`src/hdl/color_temperature_to_rgb_top_macros.svh`:
```
// ---------------------------------------------------------------------------
// Assertion macros shared by the color temperature converter
// ---------------------------------------------------------------------------
`ifndef COLOR_TEMPERATURE_TO_RGB_TOP_MACROS_SVH
`define COLOR_TEMPERATURE_TO_RGB_TOP_MACROS_SVH

// Same-cycle implication, sampled on clk_i, off while rst_ni is low
`define CTRT_ASSERT_IMP(lbl, ante, cons, msg) \
  lbl: assert property (@(posedge clk_i) disable iff (!rst_ni) (ante) |-> (cons)) \
    else $error(msg);

// Next-cycle implication, sampled on clk_i, off while rst_ni is low
`define CTRT_ASSERT_NXT(lbl, ante, cons, msg) \
  lbl: assert property (@(posedge clk_i) disable iff (!rst_ni) (ante) |=> (cons)) \
    else $error(msg);

`endif

```
`src/hdl/ctrt_pkg.sv`:
```
// ---------------------------------------------------------------------------
// ctrt_pkg
// Types and fixed constants of the color temperature to RGB converter.
// ---------------------------------------------------------------------------
`timescale 1ns / 1ps

package ctrt_pkg;

  localparam logic [13:0] T_MIN = 14'd1000;
  localparam logic [13:0] T_MAX = 14'd15000;

  // Polynomial coefficients of the locus approximation, scaled by 10^16
  localparam logic [63:0] C_NU0 = 64'd8601177570000000;
  localparam logic [63:0] C_NU1 = 64'd1541182540000;
  localparam logic [63:0] C_NU2 = 64'd1286412120;
  localparam logic [63:0] C_DU0 = 64'd10000000000000000;
  localparam logic [63:0] C_DU1 = 64'd8424202350000;
  localparam logic [63:0] C_DU2 = 64'd7081451630;
  localparam logic [63:0] C_NV0 = 64'd3173987260000000;
  localparam logic [63:0] C_NV1 = 64'd422806245000;
  localparam logic [63:0] C_NV2 = 64'd420481691;
  localparam logic [63:0] C_DV0 = 64'd10000000000000000;
  localparam logic [63:0] C_DV1 = 64'd289741816000;
  localparam logic [63:0] C_DV2 = 64'd1614560530;

  // XYZ to linear sRGB matrix, scaled by 10^7
  localparam logic signed [25:0] M_RX = 26'sd32404542;
  localparam logic signed [25:0] M_RY = -26'sd15371385;
  localparam logic signed [25:0] M_RZ = -26'sd4985314;
  localparam logic signed [25:0] M_GX = -26'sd9692660;
  localparam logic signed [25:0] M_GY = 26'sd18760108;
  localparam logic signed [25:0] M_GZ = 26'sd415560;
  localparam logic signed [25:0] M_BX = 26'sd556434;
  localparam logic signed [25:0] M_BY = -26'sd2040259;
  localparam logic signed [25:0] M_BZ = 26'sd10572250;

  // Y is 1.0 in Q32, so its column reduces to shifted constants
  localparam logic signed [63:0] Y_R = 64'(M_RY) <<< 32;
  localparam logic signed [63:0] Y_G = 64'(M_GY) <<< 32;
  localparam logic signed [63:0] Y_B = 64'(M_BY) <<< 32;

  // 4.0 in Q32
  localparam logic signed [36:0] FOUR_Q32 = 37'sd17179869184;

  typedef struct packed {
    logic [13:0] t;
    logic [27:0] t2;
  } item_t;

endpackage

```
`src/hdl/ctrt_front.sv`:
```
// ---------------------------------------------------------------------------
// ctrt_front
// Accepts temperature requests, saturates them to range and squares them.
// ---------------------------------------------------------------------------
`timescale 1ns / 1ps

module ctrt_front (
  input  logic            clk_i,
  input  logic            rst_ni,
  input  logic [13:0]     temp_kelvin_i,
  input  logic            in_valid_i,
  output logic            in_ready_o,
  output ctrt_pkg::item_t item_o,
  output logic            vld_o,
  input  logic            rdy_i
);
  import ctrt_pkg::*;

  logic        en;
  logic        vld_q;
  item_t       item_q;
  item_t       item_d;
  logic [13:0] t_sat;

  assign en         = !vld_q || rdy_i;
  assign in_ready_o = en;

  always_comb begin
    priority if (temp_kelvin_i < T_MIN) begin
      t_sat = T_MIN;
    end else if (temp_kelvin_i > T_MAX) begin
      t_sat = T_MAX;
    end else begin
      t_sat = temp_kelvin_i;
    end
    item_d.t  = t_sat;
    item_d.t2 = 28'(t_sat) * 28'(t_sat);
  end

  always_ff @(posedge clk_i or negedge rst_ni) begin
    if (!rst_ni) begin
      vld_q <= 1'b0;
    end else if (en) begin
      vld_q <= in_valid_i;
    end
  end

  always_ff @(posedge clk_i) begin
    if (en && in_valid_i) begin
      item_q <= item_d;
    end
  end

  assign vld_o  = vld_q;
  assign item_o = item_q;

endmodule

```
`config.mk`:
```
export PLATFORM = sky130hd
export DESIGN_NAME = ctrt_front
export DESIGN_NICKNAME = d
export VERILOG_FILES = /design/src/hdl/color_temperature_to_rgb_top_macros.svh /design/src/hdl/ctrt_pkg.sv /design/src/hdl/ctrt_front.sv
export SDC_FILE = /design/constraint.sdc
export NUM_CORES = 1
export LEC_CHECK = 0
export BUFFER_PORTS_ARGS = -buffer_cell sky130_fd_sc_hd__buf_2
export CELL_PAD_IN_SITES_DETAIL_PLACEMENT = 1
export CELL_PAD_IN_SITES_GLOBAL_PLACEMENT = 1
export CORE_MARGIN = 10
export CORE_UTILIZATION = 40
export CTS_CLUSTER_DIAMETER = 40
export DETAILED_ROUTE_END_ITERATION = 8
export PLACE_DENSITY = 0.68
export SETUP_SLACK_MARGIN = 0.4
export SLEW_MARGIN = 20
export SYNTH_ARGS = -nofsm -noshare
export SYNTH_HDL_FRONTEND = slang
export SYNTH_SLANG_ARGS = --single-unit
```
`constraint.sdc`:
```
create_clock -name clk_i -period 2.05 [get_ports clk_i]
set_input_delay 0.1025 -clock clk_i [delete_from_list [all_inputs] [get_ports clk_i]]
set_output_delay 0.1025 -clock clk_i [all_outputs]
set_load 0.01 [all_outputs]
```
==> run summary <==
status - complete, but fails checks
failing checks - setup timing
synthesized net count - 967
Die Wd - 154 um
DRC viols - 0
Detailed Place HPWL - 20300 um
PortBufs - 60
all-layer global routing usage - 0.229
final hold vios - 0
post-route cell area - 0.0111 sq mm
detailed-route wire length per cell - 22.7 um
Final WS setup - -4.79 ns
1st-iter DRT viols - 273
TritonCTS clock tree - yes
reg2reg end - item_o[21]$_DFFE_PP_
Layout Area Growth over Synthesis - 54.0%
first-pass GRT wire length - 42400 um
Sink Count - 41
layout cells sized above 1 - 0.463
Worst setup SP type - input pin
Data arrival, critical path - 6.87 ns
commonest non-fill, non-tap cell in the layout - buf_4
syn_area_per_cell - 9.63 sq um
Die H - 154 um
Starting Density - 0.412
Synth Register Bits - 41
Detailed Routing Iterations Pass 1 - 4
Area after DPL - 0.00943 sq mm
max-cap viol count - 0
Crit. Startpoint - temp_kelvin_i[2]
Hold Path Class - in2reg
period utilisation layout - 3.34
most frequent cells in the layout - buf_4 (178), inv_1 (145), fa_1 (105)
Critical Path Sink Type - flip-flop
DRT antenna net count - 0
RSZ-0062 raised after global routing - yes
clock-pin slew on the worst setup and hold paths - 0.07 ns
Final nets - 1268
Root Driver - clkbuf_16
CP Max Fanout - 7
hold path start - rdy_i
# rows - 48
Worst R2R Start - vld_o$_DFFE_PN0N_
final hold slack - 0.0913 ns
Final Slew Violations - 0
Seq/Total Area, Yosys - 0.170
Critical Path RT - 2.08 ns
final setup fails - 30
DRT Wirelength - 28900 um
Hold Path Stages - 3
number of flops mapped to enable cells by yosys - 40
grt total ovfl - 0
initial antenna violation count - 1
Hold Path Sink - vld_o$_DFFE_PN0N_
largest net degree at the start of global routing - 41
vias in the first global route - 7679
synthesized area - 0.00720 sq mm
die area - 0.0238 sq mm
FF-to-FF path depth - 3
# IOs - 62
Setup CP Type - in2reg
Cells after Synth - 747
Ys Warns - 0
setup clock skew after layout - 0.0246 ns
FFs w/ async S/R, synth - 0.0244
CTS max path bufs - 2
Vias - 6640
GPL Wtd Cong - 0.906
Core ar. - 0.0175 sq mm
post-synthesis cell type count - 59
worst skew pair latency - 0.33 ns
R2R Setup Slk - 0.81 ns
cts bufs inserted - 5
H-Tree Depth - 2
Top FF cell, synth - edfxtp_1
vias per cell - 5.21
upper clock frequency limit - 0.146 GHz
Tmin final - 6.84 ns
[flip-flops by register name, indices dropped and copies added, names as in the netlist]
register / count
vld_o: 1
item_o: 40
[stage by stage]
stage / util / std cells / setup TNS, ns / setup WS [ns]
2_1_floorplan: - / 747 / -99.48 / -4.61
3_3_place_gp: 0.540 / 1193 / -113.19 / -4.88
3_5_place_dp: 0.540 / 1193 / -116.10 / -5.11
4_1_cts: 0.593 / 1251 / -103.63 / -4.58
5_1_grt: 0.634 / 1275 / -110.92 / -4.93
6_report: 0.634 / 1275 / -106.53 / -4.79
[area by class of cell]
type	instances	area [sq um]
tap	225	282
clock inverter	3	17.5
clock buffer	5	125
sequential	41	1230
antenna	1	2.50
timing repair buffer	321	2630
inverter	169	644
fill	1912	6400
multi-input combinational	510	6150
[routing by layer]
| metal | vias up | wire (um) | GRT usage |
|---|---|---|---|
| li1 | 2975 | - | - |
| met1 | 3432 | 10500 | 0.243 |
| met4 | 0 | 997 | 0.0855 |
| met5 | - | 0 | 0 |
| met2 | 174 | 16200 | 0.441 |
| met3 | 59 | 1220 | 0.0368 |
[cell usage after synthesis, drive strengths merged, types with 2 or more instances]
master / instances / area share
a21oi: 23 / 0.016
nand3: 13 / 0.0090
nand2b: 6 / 0.0063
nor2: 32 / 0.017
o211ai: 4 / 0.0061
xnor2: 18 / 0.022
or3: 3 / 0.0026
o21a: 7 / 0.0073
edfxtp: 40 / 0.17
buf: 6 / 0.0052
and2: 23 / 0.020
inv: 169 / 0.088
nand2: 61 / 0.032
o21ai: 18 / 0.013
xor2: 13 / 0.016
nand4: 3 / 0.0026
or4: 2 / 0.0021
a211oi: 3 / 0.0031
nor3: 8 / 0.0056
or2: 2 / 0.0017
ha: 88 / 0.15
a211o: 2 / 0.0024
o31ai: 2 / 0.0047
nor2b: 10 / 0.0087
a31oi: 8 / 0.0070
and3: 11 / 0.0096
clkbuf: 21 / 0.011
o21bai: 4 / 0.0042
a21o: 11 / 0.011
fa: 114 / 0.32
[how the worst max path moves through the flow]
stage | to | depth (start not counted)
final | item_o[25]$_DFFE_PP_ | 23
after global routing | item_o[25]$_DFFE_PP_ | 24
after CTS | item_o[27]$_DFFE_PP_ | 25
after detailed placement | item_o[25]$_DFFE_PP_ | 23
after global placement | item_o[25]$_DFFE_PP_ | 25
after floorplan | item_o[25]$_DFFE_PP_ | 24
[cells by family after synthesis]
kind of cell	synth area share
buf+inv	0.104
compound gates	0.0892
other cells	0.000521
fa+ha+maj	0.470
xor+xnor	0.0377
flops	0.170
simple gates	0.125
mux	0.00296
[critical path: stages]
cell and delay, ns:
buf_6 0.09, or4_4 0.52, or4_4 0.53, and3b_4 0.23, nand2b_4 0.22, nor2_4 0.27
nand2_2 0.12, fa_1 0.53, fa_1 0.54, inv_2 0.05, fa_1 0.52, fa_1 0.44
fa_1 0.57, inv_1 0.08, fa_1 0.51, inv_2 0.05, ha_4 0.27, and3_4 0.19
and2_4 0.16, nand3_2 0.09, or3b_4 0.44, a41oi_4 0.21, o311ai_2 0.11
[timing repair]
action,4_1_cts,5_1_grt
setup endpoints to repair,37,37
endpoints found under the hold margin,2,0
pin swaps,62,61
hold buffers,2,0
gates cloned,0,0
resized for setup,102,107
setup buffers,48,23
Power is not shown: default switching activity piles up to over one toggle a cycle in this logic, so the estimate is an artifact.
