File: src/hdl/color_temperature_to_rgb_top_macros.svh
// ---------------------------------------------------------------------------
// Assertion macros shared by the color temperature converter
// ---------------------------------------------------------------------------
`ifndef COLOR_TEMPERATURE_TO_RGB_TOP_MACROS_SVH
`define COLOR_TEMPERATURE_TO_RGB_TOP_MACROS_SVH

// Same-cycle implication, sampled on clk_i, off while rst_ni is low
`define CTRT_ASSERT_IMP(lbl, ante, cons, msg) \
  lbl: assert property (@(posedge clk_i) disable iff (!rst_ni) (ante) |-> (cons)) \
    else $error(msg);

// Next-cycle implication, sampled on clk_i, off while rst_ni is low
`define CTRT_ASSERT_NXT(lbl, ante, cons, msg) \
  lbl: assert property (@(posedge clk_i) disable iff (!rst_ni) (ante) |=> (cons)) \
    else $error(msg);

`endif

File: src/hdl/ctrt_pkg.sv
// ---------------------------------------------------------------------------
// ctrt_pkg
// Types and fixed constants of the color temperature to RGB converter.
// ---------------------------------------------------------------------------
`timescale 1ns / 1ps

package ctrt_pkg;

  localparam logic [13:0] T_MIN = 14'd1000;
  localparam logic [13:0] T_MAX = 14'd15000;

  // Polynomial coefficients of the locus approximation, scaled by 10^16
  localparam logic [63:0] C_NU0 = 64'd8601177570000000;
  localparam logic [63:0] C_NU1 = 64'd1541182540000;
  localparam logic [63:0] C_NU2 = 64'd1286412120;
  localparam logic [63:0] C_DU0 = 64'd10000000000000000;
  localparam logic [63:0] C_DU1 = 64'd8424202350000;
  localparam logic [63:0] C_DU2 = 64'd7081451630;
  localparam logic [63:0] C_NV0 = 64'd3173987260000000;
  localparam logic [63:0] C_NV1 = 64'd422806245000;
  localparam logic [63:0] C_NV2 = 64'd420481691;
  localparam logic [63:0] C_DV0 = 64'd10000000000000000;
  localparam logic [63:0] C_DV1 = 64'd289741816000;
  localparam logic [63:0] C_DV2 = 64'd1614560530;

  // XYZ to linear sRGB matrix, scaled by 10^7
  localparam logic signed [25:0] M_RX = 26'sd32404542;
  localparam logic signed [25:0] M_RY = -26'sd15371385;
  localparam logic signed [25:0] M_RZ = -26'sd4985314;
  localparam logic signed [25:0] M_GX = -26'sd9692660;
  localparam logic signed [25:0] M_GY = 26'sd18760108;
  localparam logic signed [25:0] M_GZ = 26'sd415560;
  localparam logic signed [25:0] M_BX = 26'sd556434;
  localparam logic signed [25:0] M_BY = -26'sd2040259;
  localparam logic signed [25:0] M_BZ = 26'sd10572250;

  // Y is 1.0 in Q32, so its column reduces to shifted constants
  localparam logic signed [63:0] Y_R = 64'(M_RY) <<< 32;
  localparam logic signed [63:0] Y_G = 64'(M_GY) <<< 32;
  localparam logic signed [63:0] Y_B = 64'(M_BY) <<< 32;

  // 4.0 in Q32
  localparam logic signed [36:0] FOUR_Q32 = 37'sd17179869184;

  typedef struct packed {
    logic [13:0] t;
    logic [27:0] t2;
  } item_t;

endpackage

File: src/hdl/ctrt_fifo.sv
// ---------------------------------------------------------------------------
// ctrt_fifo
// Two-entry request queue between the front and the back pipeline.
// ---------------------------------------------------------------------------
`timescale 1ns / 1ps
`include "color_temperature_to_rgb_top_macros.svh"

module ctrt_fifo (
  input  logic            clk_i,
  input  logic            rst_ni,
  input  logic            push_vld_i,
  output logic            push_rdy_o,
  input  ctrt_pkg::item_t push_item_i,
  output logic            pop_vld_o,
  input  logic            pop_rdy_i,
  output ctrt_pkg::item_t pop_item_o
);
  import ctrt_pkg::*;

  item_t       mem_q [2];
  logic        wr_q, rd_q;
  logic [1:0]  cnt_q, cnt_d;
  logic        push, pop;

  assign push_rdy_o = (cnt_q != 2'd2);
  assign pop_vld_o  = (cnt_q != 2'd0);
  assign push       = push_vld_i && push_rdy_o;
  assign pop        = pop_vld_o && pop_rdy_i;
  assign pop_item_o = mem_q[rd_q];

  always_comb begin
    unique case ({push, pop})
      2'b10:   cnt_d = cnt_q + 2'd1;
      2'b01:   cnt_d = cnt_q - 2'd1;
      default: cnt_d = cnt_q;
    endcase
  end

  always_ff @(posedge clk_i or negedge rst_ni) begin
    if (!rst_ni) begin
      cnt_q <= 2'd0;
      wr_q  <= 1'b0;
      rd_q  <= 1'b0;
    end else begin
      cnt_q <= cnt_d;
      if (push) begin
        wr_q <= !wr_q;
      end
      if (pop) begin
        rd_q <= !rd_q;
      end
    end
  end

  always_ff @(posedge clk_i) begin
    if (push) begin
      mem_q[wr_q] <= push_item_i;
    end
  end

  `CTRT_ASSERT_IMP(a_cnt_bound, 1'b1, cnt_q != 2'd3, "queue count out of range")
  `CTRT_ASSERT_NXT(a_cnt_inc, push && !pop, cnt_q == $past(cnt_q) + 2'd1, "push lost")
  `CTRT_ASSERT_NXT(a_cnt_dec, pop && !push, cnt_q == $past(cnt_q) - 2'd1, "pop lost")

endmodule

File: config.mk
export PLATFORM = sky130hd
export DESIGN_NAME = ctrt_fifo
export DESIGN_NICKNAME = d
export VERILOG_FILES = /design/src/hdl/ctrt_pkg.sv /design/src/hdl/ctrt_fifo.sv
export VERILOG_INCLUDE_DIRS = /design/src /design/src/hdl
export SDC_FILE = /design/constraint.sdc
export NUM_CORES = 1
export LEC_CHECK = 0
export BUFFER_PORTS_ARGS = -buffer_cell sky130_fd_sc_hd__buf_2
export CAP_MARGIN = 10
export CORE_MARGIN = 2
export CORE_UTILIZATION = 51
export CTS_CLUSTER_SIZE = 10
export DETAILED_ROUTE_END_ITERATION = 10
export GPL_TIMING_DRIVEN = 1
export PLACE_DENSITY_LB_ADDON = 0.12
export SYNTH_ARGS = -nofsm -noshare
export SYNTH_HDL_FRONTEND = slang
export SYNTH_SLANG_ARGS = --single-unit
File: constraint.sdc
create_clock -name clk_i -period 3.4 [get_ports clk_i]
set_input_delay 1.02 -clock clk_i [delete_from_list [all_inputs] [get_ports clk_i]]
set_output_delay 1.02 -clock clk_i [all_outputs]
set_load 0.05 [all_outputs]
==> reports/summary.txt, run 1 <==
Final TNS setup - 0 ns
synthesized cell area - 3250 um2
Clock Latency Late Sink - 0.34 ns
MaxCap Viol Count - 0
Post-route DRC - 0
vias per cell - 4.81
starting density of the core - 51.8%
leakage power - 1.49 nW
Crit-path slowest cell - dfrtp_2
Syn Area/Cell - 22.0 um2
Yosys top cell by area - edfxtp_1
Reg2Reg Launch Point - cnt_q[0]$_DFFE_PN0P_
syn nets - 195
area grow syn2layout - 21.6%
Tot Pwr - 0.00391 W
Hold Vio Cnt, Final - 0
Arrival @ worst endpoint - 1.99 ns
setup slack, reg-to-reg - 1.57 ns
I/O Pins - 90
first-pass GRT wire length - 7.95 mm
CP Cell Sequence - buf_4 -> mux2_2 -> buf_2
Iter 0 DRT Violations - 46
HPWL Detailed - 3.42 mm
CTS Sinks - 88
DR WL/cell - 15.3 um
nets - 295
vias in the first global route - 1,683
WL final - 5.05 mm
Post-synth EDFFs - 84
Die Ht - 83.9 um
Commonest cells post-synth - edfxtp_1, mux2_2, buf_6, dfrtp_1, xnor2_1
Post-CTS Setup Inserts - 0
PortBufs - 89
Fmax achieved - 332 MHz
Num CTS Buffers - 9
# rows - 29
Netlist cell types - 15
RD Place Congestion - 0.675
crit end category - output port
Worst Max-Slew Pin Slew - 0.671 ns
Async SR Flop Fraction - 4.55%
Final period util - 88.7%
DRT Pass-1 Iters - 3
Yosys reg bits - 88
Resize count post-CTS - 0
final max-slew violation count - 0
top_reg_cell synth - edfxtp_1
Min-Delay Path Class - input pin to async pin
largest net degree at the start of global routing - 30
share of cells above drive strength 1 - 59.7%
initial antenna violation count - 0
outcome - complete, no violations
post-route ant nets - 0
Ant. Diodes - 0
H-Tree Level Count - 3
R2R depth - 4
Slowest Stage Delay on Critical Path - 0.81 ns
top cell type's share of synthesized area - 77.5%
CTS tree - done
Clock Pin Slew Worst Setup and Hold Paths - 0.08 ns
Worst Skew - 0.00895 ns
Filler Cells Inserted - 479
via count - 1,586
Tmin final - 3.01 ns
endpoints failing setup - 0
remaining global-route overflow - 0
crit start category - register
RSZ-0062 raised after global routing - no
Max Buffers Root-to-Sink - 2
CTS Hold Bufs - 0
required time worst endpoint - 2.38 ns
VDD IR max - 0.000527 V
die area - 7040 um2
Seq/Total Area, Yosys - 80.6%
end of the worst register-to-register path - mem_q[0][19]$_DFFE_PP_
top area cells in the synthesized netlist - edfxtp_1, mux2_2, dfrtp_1
core box area - 6280 um2
Synth Instances - 148
worst-path maximum fanout - 29
total track usage - 15.0%
pwr dens - 989 nW/um2
clk root buf - clkbuf_8
Synth Warn # - 0
critical path type - register to output port
Rel. slew slack - 55.3%
die width - 83.9 um
most frequent cell after synthesis - edfxtp_1
-- cell families after synthesis --
logic type,after synthesis,synth area share [%]
flops,88,80.6
fa+ha+maj,1,0.384
simple gates,7,1.19
mux,42,14.8
buf+inv,5,1.73
xor+xnor,5,1.35
-- state kept, by name (all words and copies together), names as in the netlist --
register  count
rd_q          1
cnt_q         2
wr_q          1
mem_q        84
-- worst max-delay path by stage --
stage | from | endpoint | slack [ns]
global placement | rd_q$_DFFE_PN0P_ | pop_item_o[15] | 0.71
global route | rd_q$_DFFE_PN0P_ | pop_item_o[1] | 0.27
detailed placement | rd_q$_DFFE_PN0P_ | pop_item_o[5] | 0.71
floorplan | push_vld_i | mem_q[0][0]$_DFFE_PP_ | 0.05
finish | rd_q$_DFFE_PN0P_ | pop_item_o[5] | 0.39
CTS | rd_q$_DFFE_PN0P_ | pop_item_o[5] | 0.33
-- per-layer routing --
| layer | vias to the layer above | share of wire, % | GRT usage, % |
|---|---|---|---|
| met3 | 8 | 7.5 | 5.84 |
| met2 | 56 | 47 | 23.7 |
| met4 | 0 | 1.2 | 6.60 |
| met5 | - | 0 | 0 |
| met1 | 748 | 44 | 18.5 |
| li1 | 774 | - | - |
-- critical path, delay by kind of cell, from the launching register on --
kind | cells | cell delay, ns
buf+inv | 2 | 0.50
flops | 1 | 0.81
mux | 1 | 0.35
-- where the power goes --
part / internal [W] / switching, W
logic: 0.000503 / 0.00120
clock network: 0.000266 / 0.000331
registers: 0.00148 / 0.000132
-- area by class of cell --
| cell class | count | area (um2) | share of cell area [%] |
|---|---|---|---|
| Sequential cell | 88 | 2620 | 66.3 |
| Multi-Input combinational cell | 55 | 584 | 14.8 |
| Clock buffer | 13 | 139 | 3.51 |
| Timing Repair Buffer | 94 | 495 | 12.5 |
| Clock inverter | 3 | 20.0 | 0.506 |
| Tap cell | 77 | 96.3 | 2.43 |
-- cells in the final DEF, fill, tap and decap left out, drive strengths merged --
cell / instances
and3: 1
mux2: 42
edfxtp: 84
dfrtp: 4
nand2: 1
clkinv: 1
clkbuf: 13
xor2: 2
clkinvlp: 2
xnor2: 3
ha: 1
buf: 94
or2: 1
and2: 1
nor2: 2
nand2b: 1
-- through the flow --
step	area, um2	setup slack (ns)	instances	hold WS (ns)	util [%]
6_report	3960	0.386	330	0.477	63.1
5_1_grt	3960	0.271	330	0.463	63.1
4_1_cts	3960	0.332	330	0.464	63.1
3_5_place_dp	3800	0.706	314	0.490	60.5
3_3_place_gp	3800	0.709	314	0.473	60.5
2_1_floorplan	3250	0.0522	148	0.456	-
Power figures use the tool's default switching activity.
==> run 2, diff against run 1 <==
==> constraint.sdc (replaced) <==
create_clock -name clk_i -period 3.4 [get_ports clk_i]
set_input_delay 1.02 -clock clk_i [delete_from_list [all_inputs] [get_ports clk_i]]
set_output_delay 1.02 -clock clk_i [all_outputs]
set_load 0.1 [all_outputs]
==> reports/summary.txt, run 2 (synthesized netlist as in run 1, its figures left out) <==
DRT Pass-1 Iters - 2 (was 3)
required time worst endpoint - 2.38 ns (about the same)
Clock Latency Late Sink - 0.34 ns (about the same)
most common cell after layout, fill and taps aside - buf_2 (unchanged)
Post-CTS Setup Inserts - 0 (unchanged)
DR WL/cell - 15.7 um (was 15.3 um)
Final TNS setup - 0 ns (unchanged)
H-Tree Level Count - 3 (unchanged)
crit start category - register (unchanged)
remaining global-route overflow - 0 (unchanged)
Iter 0 DRT Violations - 70 (was 46)
total track usage - 15.8% (was 15.0%)
worst-path maximum fanout - 25 (was 29)
largest registers - mem_q x84, cnt_q x2 (unchanged)
Die Ht - 83.9 um (unchanged)
die width - 83.9 um (unchanged)
Min-Delay Path Class - input pin to async pin (unchanged)
initial antenna violation count - 0 (unchanged)
RD Place Congestion - 0.769 (was 0.675)
CTS Sinks - 88 (unchanged)
starting density of the core - 51.8% (unchanged)
Rel. slew slack - 64.0% (was 55.3%)
Hold Vio Cnt, Final - 0 (unchanged)
vias in the first global route - 1,674 (was 1,683)
# rows - 29 (unchanged)
Max Buffers Root-to-Sink - 2 (unchanged)
MaxCap Viol Count - 0 (unchanged)
HPWL Detailed - 3.46 mm (was 3.42 mm)
clk root buf - clkbuf_8 (unchanged)
final core utilization - 63.0% (was 63.1%)
RSZ-0062 raised after global routing - no (unchanged)
critical path type - register to output port (unchanged)
final max-slew violation count - 0 (unchanged)
Final period util - 86.7% (was 88.7%)
Worst Skew - 0.00788 ns (was 0.00895 ns)
Resize count post-CTS - 0 (unchanged)
Post-route DRC - 0 (unchanged)
PortBufs - 89 (unchanged)
I/O Pins - 90 (unchanged)
CTS Hold Bufs - 0 (unchanged)
Fmax achieved - 339 MHz (was 332 MHz)
most frequent cells in the layout - buf_2, edfxtp_1, mux2_2 (unchanged)
first-pass GRT wire length - 8.20 mm (was 7.95 mm)
area grow syn2layout - 21.5% (was 21.6%)
nets - 294 (was 295)
Arrival @ worst endpoint - 1.93 ns (was 1.99 ns)
Clock Pin Slew Worst Setup and Hold Paths - 0.08 ns (about the same)
endpoints failing setup - 0 (unchanged)
via count - 1,623 (was 1,586)
CTS tree - done (unchanged)
outcome - complete, no violations (unchanged)
vias per cell - 4.96 (was 4.81)
crit end category - output port (unchanged)
Tmin final - 2.95 ns (was 3.01 ns)
Worst Max-Slew Pin Slew - 0.541 ns (was 0.671 ns)
post-route ant nets - 0 (unchanged)
Ant. Diodes - 0 (unchanged)
Num CTS Buffers - 9 (unchanged)
share of cells above drive strength 1 - 60.4% (was 59.7%)
max reg flops - 84 (unchanged)
core box area - 6280 um2 (unchanged)
largest register by flop count - mem_q (unchanged)
WL final - 5.13 mm (was 5.05 mm)
die area - 7040 um2 (unchanged)
largest net degree at the start of global routing - 26 (was 30)
==> run 2: cell types whose count changed in the layout (fill, tap and decap cells not counted) <==
cell / change
clkbuf_1: -4
buf_12: +1
clkinv_1: +1
clkinvlp_4: -1
buf_4: -2
clkinv_2: +2
==> run 2: layout make-up <==
cell class,instances,area [um2]
multi-input cells,55,584
flip-flops and latches,88,2620
clock buffers,9,124
repair buffers,93,500
well taps,77,96.3
fillers,472,2320
clock inverters,5,26.3
==> run 2: worst paths after layout <==
path / start / to / slack (ns) / depth (start not counted)
worst max-delay path: rd_q$_DFFE_PN0P_ / pop_item_o[31] / 0.45 / 3
worst min-delay path: rst_ni / cnt_q[1]$_DFFE_PN0P_ / 0.47 / 1
max in group asynchronous: rst_ni / rd_q$_DFFE_PN0P_ / 2.79 / 1
worst max register to register: cnt_q[0]$_DFFE_PN0P_ / mem_q[1][31]$_DFFE_PP_ / 1.72 / 3
min in group clk_i: cnt_q[1]$_DFFE_PN0P_ / cnt_q[1]$_DFFE_PN0P_ / 0.50 / 1
worst min register to register: cnt_q[1]$_DFFE_PN0P_ / cnt_q[1]$_DFFE_PN0P_ / 0.50 / 1
==> run 2: layer usage <==
| layer | up-vias | GRT usage (%) | part of all wire, % |
|---|---|---|---|
| met3 | 9 | 6.03 | 6.5 |
| li1 | 777 | - | - |
| met2 | 57 | 24.6 | 48 |
| met4 | 0 | 6.60 | 1.7 |
| met5 | - | 0 | 0 |
| met1 | 780 | 19.9 | 44 |
==> run 2: critical path, cell delays in order, from the launching register on <==
cell,delay (ns)
dfrtp_2,0.67
buf_12,0.25
mux2_2,0.36
buf_2,0.29
==> run 2: metrics by stage <==
stage	worst slack, ns	hold slack, ns	instances	instance area [um2]
global route	0.344	0.449	327	3960
finish	0.453	0.472	327	3960
floorplan	0.380	0.456	148	3260
detailed placement	0.797	0.496	313	3800
global placement	0.793	0.489	313	3800
CTS	0.410	0.463	327	3960
Power of run 2 is left out: the tool's default activity adds up to more than one toggle a clock period on the data nets, which glitch-free logic cannot reach.
